===== config.mk =====
export PLATFORM = sky130hd
export DESIGN_NAME = percent_encoded_list_decoder
export DESIGN_NICKNAME = d
export VERILOG_FILES = /design/src/sv/pel_pkg.sv /design/src/sv/percent_encoded_list_decoder.sv
export SDC_FILE = /design/constraint.sdc
export NUM_CORES = 1
export LEC_CHECK = 0
export BUFFER_PORTS_ARGS = -buffer_cell sky130_fd_sc_hd__buf_2
export CELL_PAD_IN_SITES_DETAIL_PLACEMENT = 2
export CELL_PAD_IN_SITES_GLOBAL_PLACEMENT = 2
export CORE_MARGIN = 2
export CORE_UTILIZATION = 36
export CTS_CLUSTER_SIZE = 12
export DETAILED_ROUTE_END_ITERATION = 8
export MAX_ROUTING_LAYER = met4
export PLACE_DENSITY_LB_ADDON = 0.25
export RECOVER_POWER = 25
export SETUP_SLACK_MARGIN = 0.1
export SLEW_MARGIN = 25
export SYNTH_ARGS = -nofsm -noshare
export SYNTH_HDL_FRONTEND = slang
export SYNTH_SLANG_ARGS = --single-unit
export TNS_END_PERCENT = 50

===== constraint.sdc =====
create_clock -name clk_i -period 4.9 [get_ports clk_i]
set_clock_uncertainty 0.2 [all_clocks]
set_input_delay 1.47 -clock clk_i [delete_from_list [all_inputs] [get_ports clk_i]]
set_output_delay 1.47 -clock clk_i [all_outputs]
set_load 0.01 [all_outputs]

===== src/sv/pel_pkg.sv =====
// pel_pkg: shared types, constants and hex decode for the percent-encoded list decoder
// depends on nothing; imported by percent_encoded_list_decoder
`timescale 1ns / 1ps

package pel_pkg;

  localparam int unsigned CountBits = 16;
  localparam int unsigned MaxRes    = 3;
  localparam int unsigned HexRadix  = 16;

  localparam logic [7:0]  ChAmp     = 8'h26;
  localparam logic [7:0]  ChPct     = 8'h25;
  localparam logic [15:0] ShownMax  = 16'hFFFF;

  typedef enum logic [1:0] {
    KIND_DATA = 2'd0,
    KIND_ELEM = 2'd1,
    KIND_DONE = 2'd2,
    KIND_BAD  = 2'd3
  } kind_e;

  typedef enum logic [1:0] {
    ESC_IDLE  = 2'd0,
    ESC_PCT   = 2'd1,
    ESC_DIGIT = 2'd2
  } esc_e;

  typedef struct packed {
    kind_e       kind;
    logic [7:0]  data;
    logic [15:0] total;
  } res_t;

  // valid flag in the top bit, nibble value below
  function automatic logic [4:0] hex_val(input logic [7:0] c);
    logic [4:0] r;
    r = 5'd0;
    if (c >= 8'h30 && c <= 8'h39) begin
      r = {1'b1, 4'(c - 8'h30)};
    end else if (c >= 8'h41 && c <= 8'h46) begin
      r = {1'b1, 4'(c - 8'h41 + 8'd10)};
    end else if (c >= 8'h61 && c <= 8'h66) begin
      r = {1'b1, 4'(c - 8'h61 + 8'd10)};
    end
    return r;
  endfunction

endpackage


===== src/sv/percent_encoded_list_decoder.sv =====
// a word's first result is registered, shown in the cycle after the word is accepted
// throughput: one input word per cycle while each word gives at most one result
// and m_axis_tready is high; the result buffer drains one entry a cycle while it is high;
// a word giving more results holds the input until the last, when the next word is taken
// reset: asynchronous active low, clears the decode state and tally, empties the buffer
// depends on pel_pkg
`timescale 1ns / 1ps

module percent_encoded_list_decoder
  import pel_pkg::*;
(
  input  logic        clk_i,
  input  logic        rst_ni,
  input  logic        s_axis_tvalid,
  output logic        s_axis_tready,
  input  logic [7:0]  s_axis_tdata,  // [7:0] char_in
  input  logic        s_axis_tlast,  // final_byte
  output logic        m_axis_tvalid,
  input  logic        m_axis_tready,
  output logic [23:0] m_axis_tdata,  // [7:0] decoded_byte, [23:8] element_total
  output logic [1:0]  m_axis_tuser,  // [1:0] kind
  output logic        m_axis_tlast   // run_end
);

  logic                 expect_first_q, expect_first_d;
  logic                 bad_start_q, bad_start_d;
  esc_e                 esc_q, esc_d;
  logic [7:0]           held_q, held_d;
  logic [CountBits-1:0] tally_q, tally_d;

  res_t                 buf_q [MaxRes];
  res_t                 res_d [MaxRes];
  logic [1:0]           cnt_q, cnt_d;
  logic [1:0]           idx_q, idx_d;
  logic [1:0]           n_res;

  logic                 s_acc, m_take, last_take;
  logic [7:0]           c;
  logic                 fin;
  logic [4:0]           hv_c, hv_h;
  logic [CountBits-1:0] tally_inc;
  logic [15:0]          shown_old, shown_inc;

  assign c   = s_axis_tdata;
  assign fin = s_axis_tlast;

  assign m_axis_tvalid = (cnt_q != 2'd0);
  assign m_take        = m_axis_tvalid & m_axis_tready;
  assign last_take     = m_take & (idx_q == cnt_q - 2'd1);
  assign s_axis_tready = (cnt_q == 2'd0) | last_take;
  assign s_acc         = s_axis_tvalid & s_axis_tready;

  assign hv_c      = hex_val(c);
  assign hv_h      = hex_val(held_q);
  assign tally_inc = (tally_q == {CountBits{1'b1}}) ? tally_q : tally_q + 1'b1;
  assign shown_old = (32'(tally_q) > 32'(ShownMax)) ? ShownMax : 16'(tally_q);
  assign shown_inc = (32'(tally_inc) > 32'(ShownMax)) ? ShownMax : 16'(tally_inc);

  // decode of one word into state update and up to three results
  always_comb begin
    logic ord;
    expect_first_d = expect_first_q;
    bad_start_d    = bad_start_q;
    esc_d          = esc_q;
    held_d         = held_q;
    tally_d        = tally_q;
    n_res          = 2'd0;
    ord            = 1'b0;
    for (int i = 0; i < int'(MaxRes); i++) begin
      res_d[i] = '{kind: KIND_DATA, data: 8'd0, total: 16'd0};
    end

    if (expect_first_q) begin
      expect_first_d = 1'b0;
      bad_start_d    = (c != ChAmp);
      esc_d          = ESC_IDLE;
      held_d         = 8'd0;
      tally_d        = '0;
      if (fin) begin
        res_d[0] = '{kind: (c != ChAmp) ? KIND_BAD : KIND_DONE, data: 8'd0, total: 16'd0};
        n_res    = 2'd1;
      end
    end else if (bad_start_q) begin
      if (fin) begin
        res_d[0] = '{kind: KIND_BAD, data: 8'd0, total: shown_old};
        n_res    = 2'd1;
      end
    end else if (fin) begin
      if (c != ChAmp) begin
        res_d[0] = '{kind: KIND_BAD, data: 8'd0, total: shown_old};
        n_res    = 2'd1;
      end else if (esc_q == ESC_DIGIT) begin
        res_d[0] = '{kind: KIND_DATA, data: held_q, total: shown_old};
        res_d[1] = '{kind: KIND_ELEM, data: 8'd0, total: shown_inc};
        res_d[2] = '{kind: KIND_DONE, data: 8'd0, total: shown_inc};
        n_res    = 2'd3;
      end else begin
        res_d[0] = '{kind: KIND_ELEM, data: 8'd0, total: shown_inc};
        res_d[1] = '{kind: KIND_DONE, data: 8'd0, total: shown_inc};
        n_res    = 2'd2;
      end
    end else begin
      unique case (esc_q)
        ESC_PCT: begin
          if (hv_c[4]) begin
            held_d = c;
            esc_d  = ESC_DIGIT;
          end else begin
            esc_d = ESC_IDLE;
            ord   = 1'b1;
          end
        end
        ESC_DIGIT: begin
          esc_d  = ESC_IDLE;
          held_d = 8'd0;
          if (hv_c[4] && hv_h[4]) begin
            res_d[0] = '{kind: KIND_DATA, data: {hv_h[3:0], hv_c[3:0]}, total: shown_old};
            n_res    = 2'd1;
          end else begin
            res_d[0] = '{kind: KIND_DATA, data: held_q, total: shown_old};
            n_res    = 2'd1;
            ord      = 1'b1;
          end
        end
        default: begin
          esc_d = ESC_IDLE;
          ord   = 1'b1;
        end
      endcase

      // ordinary byte handling after any escape fallout
      if (ord) begin
        if (c == ChAmp) begin
          tally_d      = tally_inc;
          res_d[n_res] = '{kind: KIND_ELEM, data: 8'd0, total: shown_inc};
          n_res        = n_res + 2'd1;
        end else if (c == ChPct) begin
          esc_d = ESC_PCT;
        end else begin
          res_d[n_res] = '{kind: KIND_DATA, data: c, total: shown_old};
          n_res        = n_res + 2'd1;
        end
      end
    end

    // end of string returns to the reset state
    if (fin) begin
      expect_first_d = 1'b1;
      bad_start_d    = 1'b0;
      esc_d          = ESC_IDLE;
      held_d         = 8'd0;
      tally_d        = '0;
    end
  end

  always_comb begin
    cnt_d = cnt_q;
    idx_d = idx_q;
    if (s_acc) begin
      cnt_d = n_res;
      idx_d = 2'd0;
    end else if (last_take) begin
      cnt_d = 2'd0;
      idx_d = 2'd0;
    end else if (m_take) begin
      idx_d = idx_q + 2'd1;
    end
  end

  always_ff @(posedge clk_i or negedge rst_ni) begin
    if (!rst_ni) begin
      expect_first_q <= 1'b1;
      bad_start_q    <= 1'b0;
      esc_q          <= ESC_IDLE;
      held_q         <= 8'd0;
      tally_q        <= '0;
      cnt_q          <= 2'd0;
      idx_q          <= 2'd0;
    end else begin
      cnt_q <= cnt_d;
      idx_q <= idx_d;
      if (s_acc) begin
        expect_first_q <= expect_first_d;
        bad_start_q    <= bad_start_d;
        esc_q          <= esc_d;
        held_q         <= held_d;
        tally_q        <= tally_d;
      end
    end
  end

  always_ff @(posedge clk_i) begin
    if (s_acc) begin
      for (int i = 0; i < int'(MaxRes); i++) begin
        buf_q[i] <= res_d[i];
      end
    end
  end

  res_t cur;
  assign cur = buf_q[idx_q];

  assign m_axis_tdata = {cur.total, cur.data};
  assign m_axis_tuser = cur.kind;
  assign m_axis_tlast = (idx_q == cnt_q - 2'd1);

`ifndef SYNTHESIS
  a_idx_in_range: assert property (@(posedge clk_i) disable iff (!rst_ni)
    (cnt_q != 2'd0) |-> (idx_q < cnt_q))
    else $error("result index beyond buffer fill");

  a_ready_when_empty: assert property (@(posedge clk_i) disable iff (!rst_ni)
    (cnt_q == 2'd0) |-> s_axis_tready)
    else $error("input stalled with empty result buffer");

  a_fin_restarts: assert property (@(posedge clk_i) disable iff (!rst_ni)
    (s_acc && fin) |=> (expect_first_q && tally_q == '0))
    else $error("string end did not return to start state");

  a_bad_no_escape: assert property (@(posedge clk_i) disable iff (!rst_ni)
    bad_start_q |-> (esc_q == ESC_IDLE))
    else $error("escape pending on a bad string");

  a_end_kind_last: assert property (@(posedge clk_i) disable iff (!rst_ni)
    (m_axis_tvalid && (m_axis_tuser == KIND_DONE || m_axis_tuser == KIND_BAD))
      |-> m_axis_tlast)
    else $error("string end result not last of its run");
`endif

endmodule

Word-level counts from Yosys, hierarchy flattened
Memory sizes are Yosys's and may differ from the RTL's.
Cells that the tools add are included.
{"block": "totals", "elab_cells": 148, "reg_bits": 32, "ram_bits": 78, "inputBits": 13, "out_inout_bits": 29, "n_memories": 1}
{"memory": "buf_q", "depth": 3, "width": 26, "read_ports": 1, "rd_ports_with_merged_regs": 0, "wr": 3, "line_no": "percent_encoded_list_decoder.sv:31", "text": "res_t buf_q [MaxRes];"}
{"block": "op_classes", "bitwise_logic": 5, "order_cmp": 14, "n_mux": 78, "eq_ne": 9, "n_reduce_logical": 20, "n_addsub": 14}
{"op": "2-to-1 mux 78 bit", "count": 4}
{"op": "2-to-1 mux 26 bit", "count": 10}
{"op": "bitwise mux 78 bit", "count": 2}
{"op": "2-to-1 mux 52 bit", "count": 3}
{"op": "2-to-1 mux 16 bit", "count": 6}
{"op": "demux 26 bit (select 2 bit)", "count": 1}
{"op": "2-to-1 mux 51 bit", "count": 1}
{"op": "2-to-1 mux 24 bit", "count": 2}
{"op": "2-to-1 mux 2 bit", "count": 23}
{"op": "greater-or-equal comparator 8 x 7 -> 1 bit (second input constant)", "count": 4}
{"op": "<= comparator 8 x 7 -> 1 bit (second input constant)", "count": 4}
{"op": "2-to-1 mux 8 bit", "count": 4}
{"op": "2-to-1 mux 5 bit", "count": 6}
{"op": "subtractor 4 x 1 -> 4 bit (second input constant)", "count": 6}
{"op": "adder 16 x 1 -> 16 bit (second input constant)", "count": 1}
{"op": "adder 4 bit (second input constant)", "count": 4}
{"op": "equality test 16 bit (second input constant)", "count": 1}
{"op": "equality test 8 x 6 -> 1 bit (second input constant)", "count": 2}
{"op": "greater-or-equal comparator 8 x 6 -> 1 bit (second input constant)", "count": 2}
{"op": "<= comparator 8 x 6 -> 1 bit (second input constant)", "count": 2}
{"op": "case mux 8 bit (2 select lines)", "count": 1}
{"op": "2-to-1 mux 1 bit", "count": 14}
{"op": "nonzero test 3 bit", "count": 3}
{"op": "logical AND 1 bit", "count": 8}
{"op": "19 further kinds", "count": 26}

Logic depth before layout (Yosys ltp)
Gate-level depths: netlist of run 1.
{"block": "depth", "word_depth": 18, "mapped_depth": 9, "depth_no_buf": 8}

Worst setup path before layout of run 1
No wires, ideal clock.
{"block": "synth_timing", "path_kind": "input to register", "start": "input s_axis_tvalid", "end": "register held_q[0]", "path_stages": 5, "setup_ns": 0.123, "slack_ns": -0.265, "n_path_buf": 1, "required_ns": 4.577, "t_arrival_ns": 4.842, "cell_sequence": "nand2_1 o31ai_1 clkbuf_1 nand2_1 a22o_1"}
{"block": "synth_between", "elab_chain_len": 2}
{"element": "start: declaration", "line_no": "percent_encoded_list_decoder.sv:14", "text": "input logic s_axis_tvalid,"}
{"element": "AND 1 bit", "line_no": "percent_encoded_list_decoder.sv:51", "text": "assign s_acc = s_axis_tvalid & s_axis_tready;"}
{"element": "via s_acc", "line_no": "percent_encoded_list_decoder.sv:37", "text": "logic s_acc, m_take, last_take;"}
{"element": "AND reduction 4 bit (no source line)"}
{"element": "end signal: assignment", "line_no": "percent_encoded_list_decoder.sv:186", "text": "held_q <= held_d;"}
{"element": "end: declaration", "line_no": "percent_encoded_list_decoder.sv:28", "text": "logic [7:0] held_q, held_d;"}
The timed path passes the listed nets, and every way through them passes these cells.
A chain may end at the register's enable or synchronous reset.

Worst setup path after layout of run 1
{"block": "layout_timing", "start": "input m_axis_tready", "end": "register tally_q[7], in the netlist shown_old[7]"}
{"block": "layout_between", "elab_chain_len": 5}
{"element": "start: declaration", "line_no": "percent_encoded_list_decoder.sv:19", "text": "input logic m_axis_tready,"}
{"element": "AND 1 bit", "line_no": "percent_encoded_list_decoder.sv:48", "text": "assign m_take = m_axis_tvalid & m_axis_tready;"}
{"element": "AND 1 bit", "line_no": "percent_encoded_list_decoder.sv:49", "text": "assign last_take = m_take & (idx_q == cnt_q - 2'd1);"}
{"element": "bitwise OR 1 bit", "line_no": "percent_encoded_list_decoder.sv:50", "text": "assign s_axis_tready = (cnt_q == 2'd0) | last_take;"}
{"element": "AND 1 bit", "line_no": "percent_encoded_list_decoder.sv:51"}
{"element": "AND reduction 4 bit (no source line)"}
{"element": "end signal: assignment", "line_no": "percent_encoded_list_decoder.sv:187", "text": "tally_q <= tally_d;"}
{"element": "end: declaration", "line_no": "percent_encoded_list_decoder.sv:29", "text": "logic [CountBits-1:0] tally_q, tally_d;"}
No other way between the ends.

==> metrics.md, run 1 <==
| Metric | Value |
|---|---|
| Register bit total from synthesis | 101 |
| WS Path Type | in2reg |
| Clock transition at the registers of the reported paths | 0.08 ns |
| Peak VDD IR | 0.000251 V |
| CTS tree | built |
| Crit path cell chain | clkbuf_1 > nand2_1 > o31ai_1 > nand2_1 > nor2_1 > buf_4 > nand2_1 > o221ai_1 |
| Slew Viols, Final | 41 |
| Layout net count | 648 |
| Routed vias/inst | 6.04 |
| Max-cap violations | 2 |
| Post-synth ARST share | 31.7% |
| Slew @ Worst Pin | 2.12 ns |
| Register area share after synthesis | 48.6% |
| Stages on worst setup path | 8 |
| R2r startpoint | cnt_q[0] |
| Most common cell on crit path | nand2_1 |
| Root Buffer | clkbuf_16 |
| R2R setup slack | 1.11 ns |
| TritonRoute pass-1 iters | 5 |
| Number of port buffers | 41 |
| CP endpoint kind | register |
| Routed wire length | 21,000 um |
| Full die area | 0.0175 mm^2 |
| Top post-synthesis cells by area | edfxtp_1, dfrtp_1, mux2i_1 |
| Row count | 46 |
| Crit path to | shown_old[7] |
| Crit Reg-Reg Endpoint | shown_old[7] |
| H-tree levels | 3 |
| GRT Util Overall | 25.1% |
| Gpl congestion | 0.945 |
| Fin Setup TNS | 0 ns |
| Synth-to-layout area growth | 12.3% |
| Critical path fanouts, max | 9 |
| Slowest cell delay on critical path | 1.20 ns |
| Share of cells above drive strength 1 | 12.9% |
| Fin. Hold Viols | 0 |
| CP Data Required Time | 4.97 ns |
| Num CTS Buffers | 9 |
| Status | complete, but fails checks |
| Post-CTS setup buffers | 0 |
| Slew margin rel. | -41.5% |
| Cts repair resizes | 0 |
| # setup viols final | 0 |
| Max Clk Rate | 0.239 GHz |
| Synthesized net count | 624 |
| Crit start category | input pin |
| Antenna viol nets, final | 0 |
| N_diodes | 0 |
| Iteration-0 DRC count of the detailed router | 348 |
| Sink Count | 101 |
| Via count | 5,100 |
| Tmin final | 4.18 ns |
| Syn_area_per_cell | 9.88 um^2 |
| Num ports | 42 |
| Failing checks | max-capacitance violations, max-slew violations |
| Core Util, Final | 41.5% |
| Drc violations | 0 |
| Fin crit share | 85.3% |
| CP arrival | 4.25 ns |
| Area leader, netlist | edfxtp_1 |
| First-pass GRT wire length | 32,800 um |
| Slowest cell on crit path | o31ai_1 |
| Area fraction of the dominant cell type after synthesis | 35.0% |
| Netlist cell types | 66 |
| Die X | 132 um |
| Pwr Density | 454 mW/mm^2 |
| Starting Density | 37.0% |
| Core Region | 0.0160 mm^2 |
| Top_reg_cell synth | edfxtp_1 |
| Initial antenna violation count | 0 |
| P_leak | 2.43 nW |
| Post-Syn Instances | 599 |
| Worst skew pair latency | 0.37 ns |
| Number of enable flip-flop cells after synthesis | 69 |
| Overflow after GRT | 0 |
| Post-CTS Hold Buffers | 0 |
| Vias in the first global route | 5,438 |
| Hold Crit Class | reg2reg |
| Mapped Area | 0.00592 mm^2 |
| Crit. Startpoint | m_axis_tready |
| RSZ-0062 raised after global routing | false |
| DP Wirelength | 14,600 um |
| R2R cell count | 9 |
| Wirelength per Cell | 24.9 um |
| CP delay by family, top | compound AO/OA/AOI/OAI gates |
| WP buf/inv | 2 |
| Hold slack | 0.333 ns |
| Die H | 132 um |
| Synth Warn # | 0 |
| Largest net degree at the start of global routing | 74 |
| Clk buf depth | 2 |
## cells by family (layout without fill, tap and decap cells)
kind of cell             Yosys count  count (layout)  synth area share (%)
AND/OR/NAND/NOR                  205             205                  16.1
adder cells (fa/ha/maj)           12              12                  2.54
multiplexers                      33              33                  5.62
flip-flops                       101             101                  48.6
XOR/XNOR                          12              12                  1.78
AO/OA/AOI/OAI                    172             172                  21.1
buffers and inverters             64              93                  4.36
## per-layer routing
| metal | vias up | global-route usage, % | wire [um] |
|---|---|---|---|
| met5 | - | - | 0 |
| met4 | 0 | 6.99 | 295 |
| met3 | 23 | 2.88 | 1190 |
| met2 | 146 | 38.5 | 9680 |
| met1 | 2636 | 35.4 | 9820 |
| li1 | 2295 | - | - |
## placed cells by master (no fill, tap or decap), drive strengths merged, types with 8 or more instances in the layout
master	netlist	layout
a21oi	27	27
o21ai	40	40
buf	5	51
xnor2	9	9
edfxtp	69	69
mux2i	31	31
nand2	63	63
nand3	16	16
and3	12	12
clkbuf	36	12
ha	12	12
nor3	15	15
a22o	9	9
inv	23	26
a22oi	8	8
nor2	62	62
a31oi	10	10
o2bb2ai	15	15
dfrtp	31	31
## registers in the layout (all words and copies together), names as in the netlist
name            count
bad_start_q         1
expect_first_q      1
idx_q               2
held_q              8
buf_q              69
shown_old          16
cnt_q               2
esc_q               2
## Yosys cell counts (3+ instances only)
cell       instances
nor3_1            15
a31oi_1           10
or2_2              3
a21o_1             3
xor2_1             3
o211a_1            4
a211oi_1           3
o2bb2ai_1         15
clkbuf_1          36
or3_1              4
and3_1            12
nor2_1            62
o221ai_1           4
o22ai_1            3
o21ai_0           40
o211ai_1           7
a22oi_1            8
and2_1             3
inv_1             23
nand2_1           63
dfrtp_1           31
o31ai_1            5
ha_1              12
a21oi_1           27
mux2i_1           31
nand4_1            7
a22o_1             9
xnor2_1            9
nor3b_1            3
edfxtp_1          69
nand2b_1           6
nand3_1           16
a32o_1             4
nand3b_1           3
o2bb2a_1           5
## layout make-up
class                      count  area, um^2
inverter                      23        86.3
fill                        1764        9360
sequential                   101        2870
timing repair buffer          54         309
tap                          216         270
clock buffer                   9         225
clock inverter                 7        90.1
multi-input combinational    434        2790
## worst reg2reg max path: stages, from the launching register on
cell and delay, ns:
dfrtp_1 0.37, inv_1 0.08, ha_1 0.31, xnor2_1 0.17
o31ai_1 1.26, nand2_1 0.34, nor2_1 0.20, buf_4 0.20
nand2_1 0.30, o221ai_1 0.29
## power breakdown
group / leakage [nW] / switching, mW / internal, mW / total (mW)
Clock: 0.147 / 0.370 / 0.409 / 0.779
Combinational: 1.16 / 0.713 / 0.308 / 1.02
Sequential: 1.12 / 0.0736 / 1.14 / 1.21
Total: 2.43 / 1.16 / 1.86 / 3.01
## how the worst min path moves through the flow
stage / start / to / cells after the start
detailed placement: esc_q[0] / esc_q[0] / 2
global placement: esc_q[1] / esc_q[1] / 2
CTS: esc_q[0] / esc_q[0] / 2
global route: esc_q[1] / esc_q[1] / 2
floorplan: esc_q[0] / esc_q[0] / 2
finish: esc_q[0] / esc_q[0] / 2
## per-stage QoR
step                      worst slack [ns]  instances  total power, mW  cell area [um^2]
final                                0.719        844             3.01              6640
after global routing                 0.431        844             3.16              6640
after CTS                            0.903        844             3.05              6660
after detailed placement             0.548        828             2.28              6350
after global placement               0.685        828             2.20              6350
after floorplan                       1.04        599             1.83              5920
Power figures use the tool's default switching activity.
==> inputs of run 2 (changes only) <==
- CAP_MARGIN: default -> 20
- GPL_TIMING_DRIVEN: default -> 0
==> run 2 against run 1 <==
Compared with the run above: hold slack gained 0.013 ns; sequential power is essentially flat; power grew 0.15%; the flow still finishes with violations (max-capacitance violations, max-slew violations); setup slack lost 0.096 ns; die area is the same; cell count grew 3.3%; via count grew 2.8%.
==> metrics.md, run 2 (same netlist as run 1, synthesis figures left out) <==
| Metric | Value |
|---|---|
| Status | complete, but fails checks (unchanged) |
| Failing checks | max-capacitance violations, max-slew violations (unchanged) |
| Full die area | 0.0175 mm^2 (unchanged) |
| GRT Util Overall | 26.4% (was 25.1%) |
| Starting Density | 37.0% (unchanged) |
| First-pass GRT wire length | 34,100 um (was 32,800 um) |
| Row count | 46 (unchanged) |
| Root Buffer | clkbuf_16 (unchanged) |
| Commonest non-fill, non-tap cell in the layout | edfxtp_1 (unchanged) |
| P_leak | 2.42 nW (was 2.43 nW) |
| Fin cells | 872 (was 844) |
| # setup viols final | 0 (unchanged) |
| Clock transition at the registers of the reported paths | 0.08 ns (about the same) |
| Crit path cell chain | clkbuf_1 > nor4b_1 > o311a_1 > o22ai_2 > o211a_1 > clkbuf_1 > a2bb2oi_1 > nor2_1 (was clkbuf_1 > nand2_1 > o31ai_1 > nand2_1 > nor2_1 > buf_4 > nand2_1 > o221ai_1) |
| Number of port buffers | 39 (was 41) |
| Fin Setup TNS | 0 ns (unchanged) |
| Crit start category | input pin (unchanged) |
| Fin area | 0.00671 mm^2 (was 0.00664 mm^2) |
| Share of cells above drive strength 1 | 10.8% (was 12.9%) |
| Via count | 5,243 (was 5,100) |
| Drc violations | 0 (unchanged) |
| Area occupied by multi-input gates | 0.00279 mm^2 (about the same) |
| Post-CTS Hold Buffers | 0 (unchanged) |
| H-tree levels | 3 (unchanged) |
| RSZ-0062 raised after global routing | false (unchanged) |
| CP arrival | 4.16 ns (was 4.25 ns) |
| Pwr Density | 450 mW/mm^2 (was 454 mW/mm^2) |
| Fin crit share | 87.3% (was 85.3%) |
| DP Wirelength | 15,900 um (was 14,600 um) |
| Slew Viols, Final | 33 (was 41) |
| Peak VDD IR | 0.000202 V (was 0.000251 V) |
| R2R setup slack | 1.13 ns (was 1.11 ns) |
| Slowest cell delay on critical path | 0.65 ns (was 1.20 ns) |
| Die H | 132 um (unchanged) |
| Post-CTS setup buffers | 0 (unchanged) |
| Sink Count | 101 (unchanged) |
| Wirelength per Cell | 25.0 um (was 24.9 um) |
| Crit. Startpoint | s_axis_tdata[4] (was m_axis_tready) |
| Placed cell areas | 0.00641 mm^2 (was 0.00635 mm^2) |
| Number of flip-flops under the largest register name | 69 (unchanged) |
| Stages on worst setup path | 8 (unchanged) |
| Num ports | 42 (unchanged) |
| Max Clk Rate | 0.234 GHz (was 0.239 GHz) |
| CTS tree | built (unchanged) |
| Hold Crit Class | reg2reg (unchanged) |
| Most frequent cells in the layout | edfxtp_1, nand2_1, nor2_1 (unchanged) |
| Filler cell count | 1,757 (was 1,764) |
| Fin. Hold Viols | 0 (unchanged) |
| Largest net degree at the start of global routing | 50 (was 74) |
| Gpl congestion | 0.909 (was 0.945) |
| WP buf/inv | 2 (unchanged) |
| Routed wire length | 21,800 um (was 21,000 um) |
| Num CTS Buffers | 9 (unchanged) |
| TritonRoute pass-1 iters | 5 (unchanged) |
| Die X | 132 um (unchanged) |
| Synth-to-layout area growth | 13.4% (was 12.3%) |
| Overall power | 3.02 mW (was 3.01 mW) |
| R2R cell count | 8 (was 9) |
| Initial antenna violation count | 1 (was 0) |
| Cts repair resizes | 0 (unchanged) |
| Max-cap violations | 1 (was 2) |
| CP endpoint kind | register (unchanged) |
| CP delay by family, top | compound AO/OA/AOI/OAI gates (unchanged) |
| Slew @ Worst Pin | 2.27 ns (was 2.12 ns) |
| Iteration-0 DRC count of the detailed router | 608 (was 348) |
| CP Data Required Time | 4.78 ns (was 4.97 ns) |
| Largest Register | buf_q (unchanged) |
| Worst skew pair latency | 0.36 ns (was 0.37 ns) |
| Most common cell on crit path | clkbuf_1 (was nand2_1) |
| Tmin final | 4.28 ns (was 4.18 ns) |
| Routed vias/inst | 6.01 (was 6.04) |
| Overflow after GRT | 0 (unchanged) |
| Slew margin rel. | -51.3% (was -41.5%) |
| Vias in the first global route | 5,644 (was 5,438) |
| Sequential cell area | 0.00287 mm^2 (unchanged) |
| R2r startpoint | cnt_q[0] (unchanged) |
| Critical path fanouts, max | 10 (was 9) |
| Clk buf depth | 2 (unchanged) |
| Antenna viol nets, final | 0 (unchanged) |
| Crit Reg-Reg Endpoint | shown_old[3] (was shown_old[7]) |
| Core Region | 0.0160 mm^2 (unchanged) |
| Hold slack | 0.346 ns (was 0.333 ns) |
| Layout net count | 675 (was 648) |
| WS Path Type | in2reg (unchanged) |
| Placed Instances | 855 (was 828) |
| Crit path to | buf_q[1][5] (was shown_old[7]) |
| Slowest cell on crit path | nor4b_1 (was o31ai_1) |
[run 2: cell types whose count changed in the layout (fill, tap and decap cells not counted), sizes merged]
cell      previous run  this run
buf                 51        40
clkinv               1         3
clkinvlp             2         1
clkbuf              12        50
bufinv               1         0
diode                0         1
[run 2: metal layers]
layer / part of all wire (%) / vias to the layer above / GRT usage, % / routed length, um
li1: - / 2347 / - / -
met1: 46 / 2710 / 35.9 / 10000
met2: 47 / 163 / 41.2 / 10300
met3: 5.4 / 23 / 5.15 / 1180
met4: 1.2 / 0 / 5.44 / 252
met5: 0 / - / - / 0
[run 2: worst min-delay path by stage]
stage / start / slack [ns] / end / depth (start not counted)
3_5_place_dp: cnt_q[1] / 0.34 / cnt_q[1] / 2
6_report: esc_q[1] / 0.35 / esc_q[1] / 2
5_1_grt: esc_q[1] / 0.38 / esc_q[1] / 2
4_1_cts: cnt_q[1] / 0.35 / cnt_q[1] / 2
3_3_place_gp: esc_q[1] / 0.30 / esc_q[1] / 2
2_1_floorplan: esc_q[0] / 0.27 / esc_q[0] / 2
[run 2: worst reg2reg max path, cell delays in order (launching register included)]
cell and delay, ns:
dfrtp_1 0.37, inv_1 0.08, ha_1 0.33, xnor2_1 0.18, o31ai_1 0.73, nand2_1 0.31, nor2_1 0.66, nand2_1 0.51
o221ai_1 0.32
[run 2: power breakdown]
part / total (mW) / leakage [nW] / internal [mW] / switching (mW)
Combinational: 1.08 / 1.16 / 0.336 / 0.749
Sequential: 1.21 / 1.12 / 1.14 / 0.0674
Clock: 0.727 / 0.143 / 0.359 / 0.368
[run 2: layout make-up]
type                    instances  share of cell area, %
plain buffers                  41                   2.61
diodes                          1                 0.0373
flip-flops and latches        101                   42.8
clock inverters                 7                   1.03
inverters                      23                   1.29
well taps                     216                   4.03
clock buffers                   9                   3.36
repair buffers                 40                   3.24
multi-input cells             434                   41.6
[run 2: stage by stage]
stage / utilization (%) / setup slack (ns)
after floorplan: - / 1.04
after global placement: 39.9 / -0.200
after detailed placement: 40.1 / 0.320
after CTS: 41.9 / 0.577
after global routing: 41.9 / 0.389
final: 41.9 / 0.623
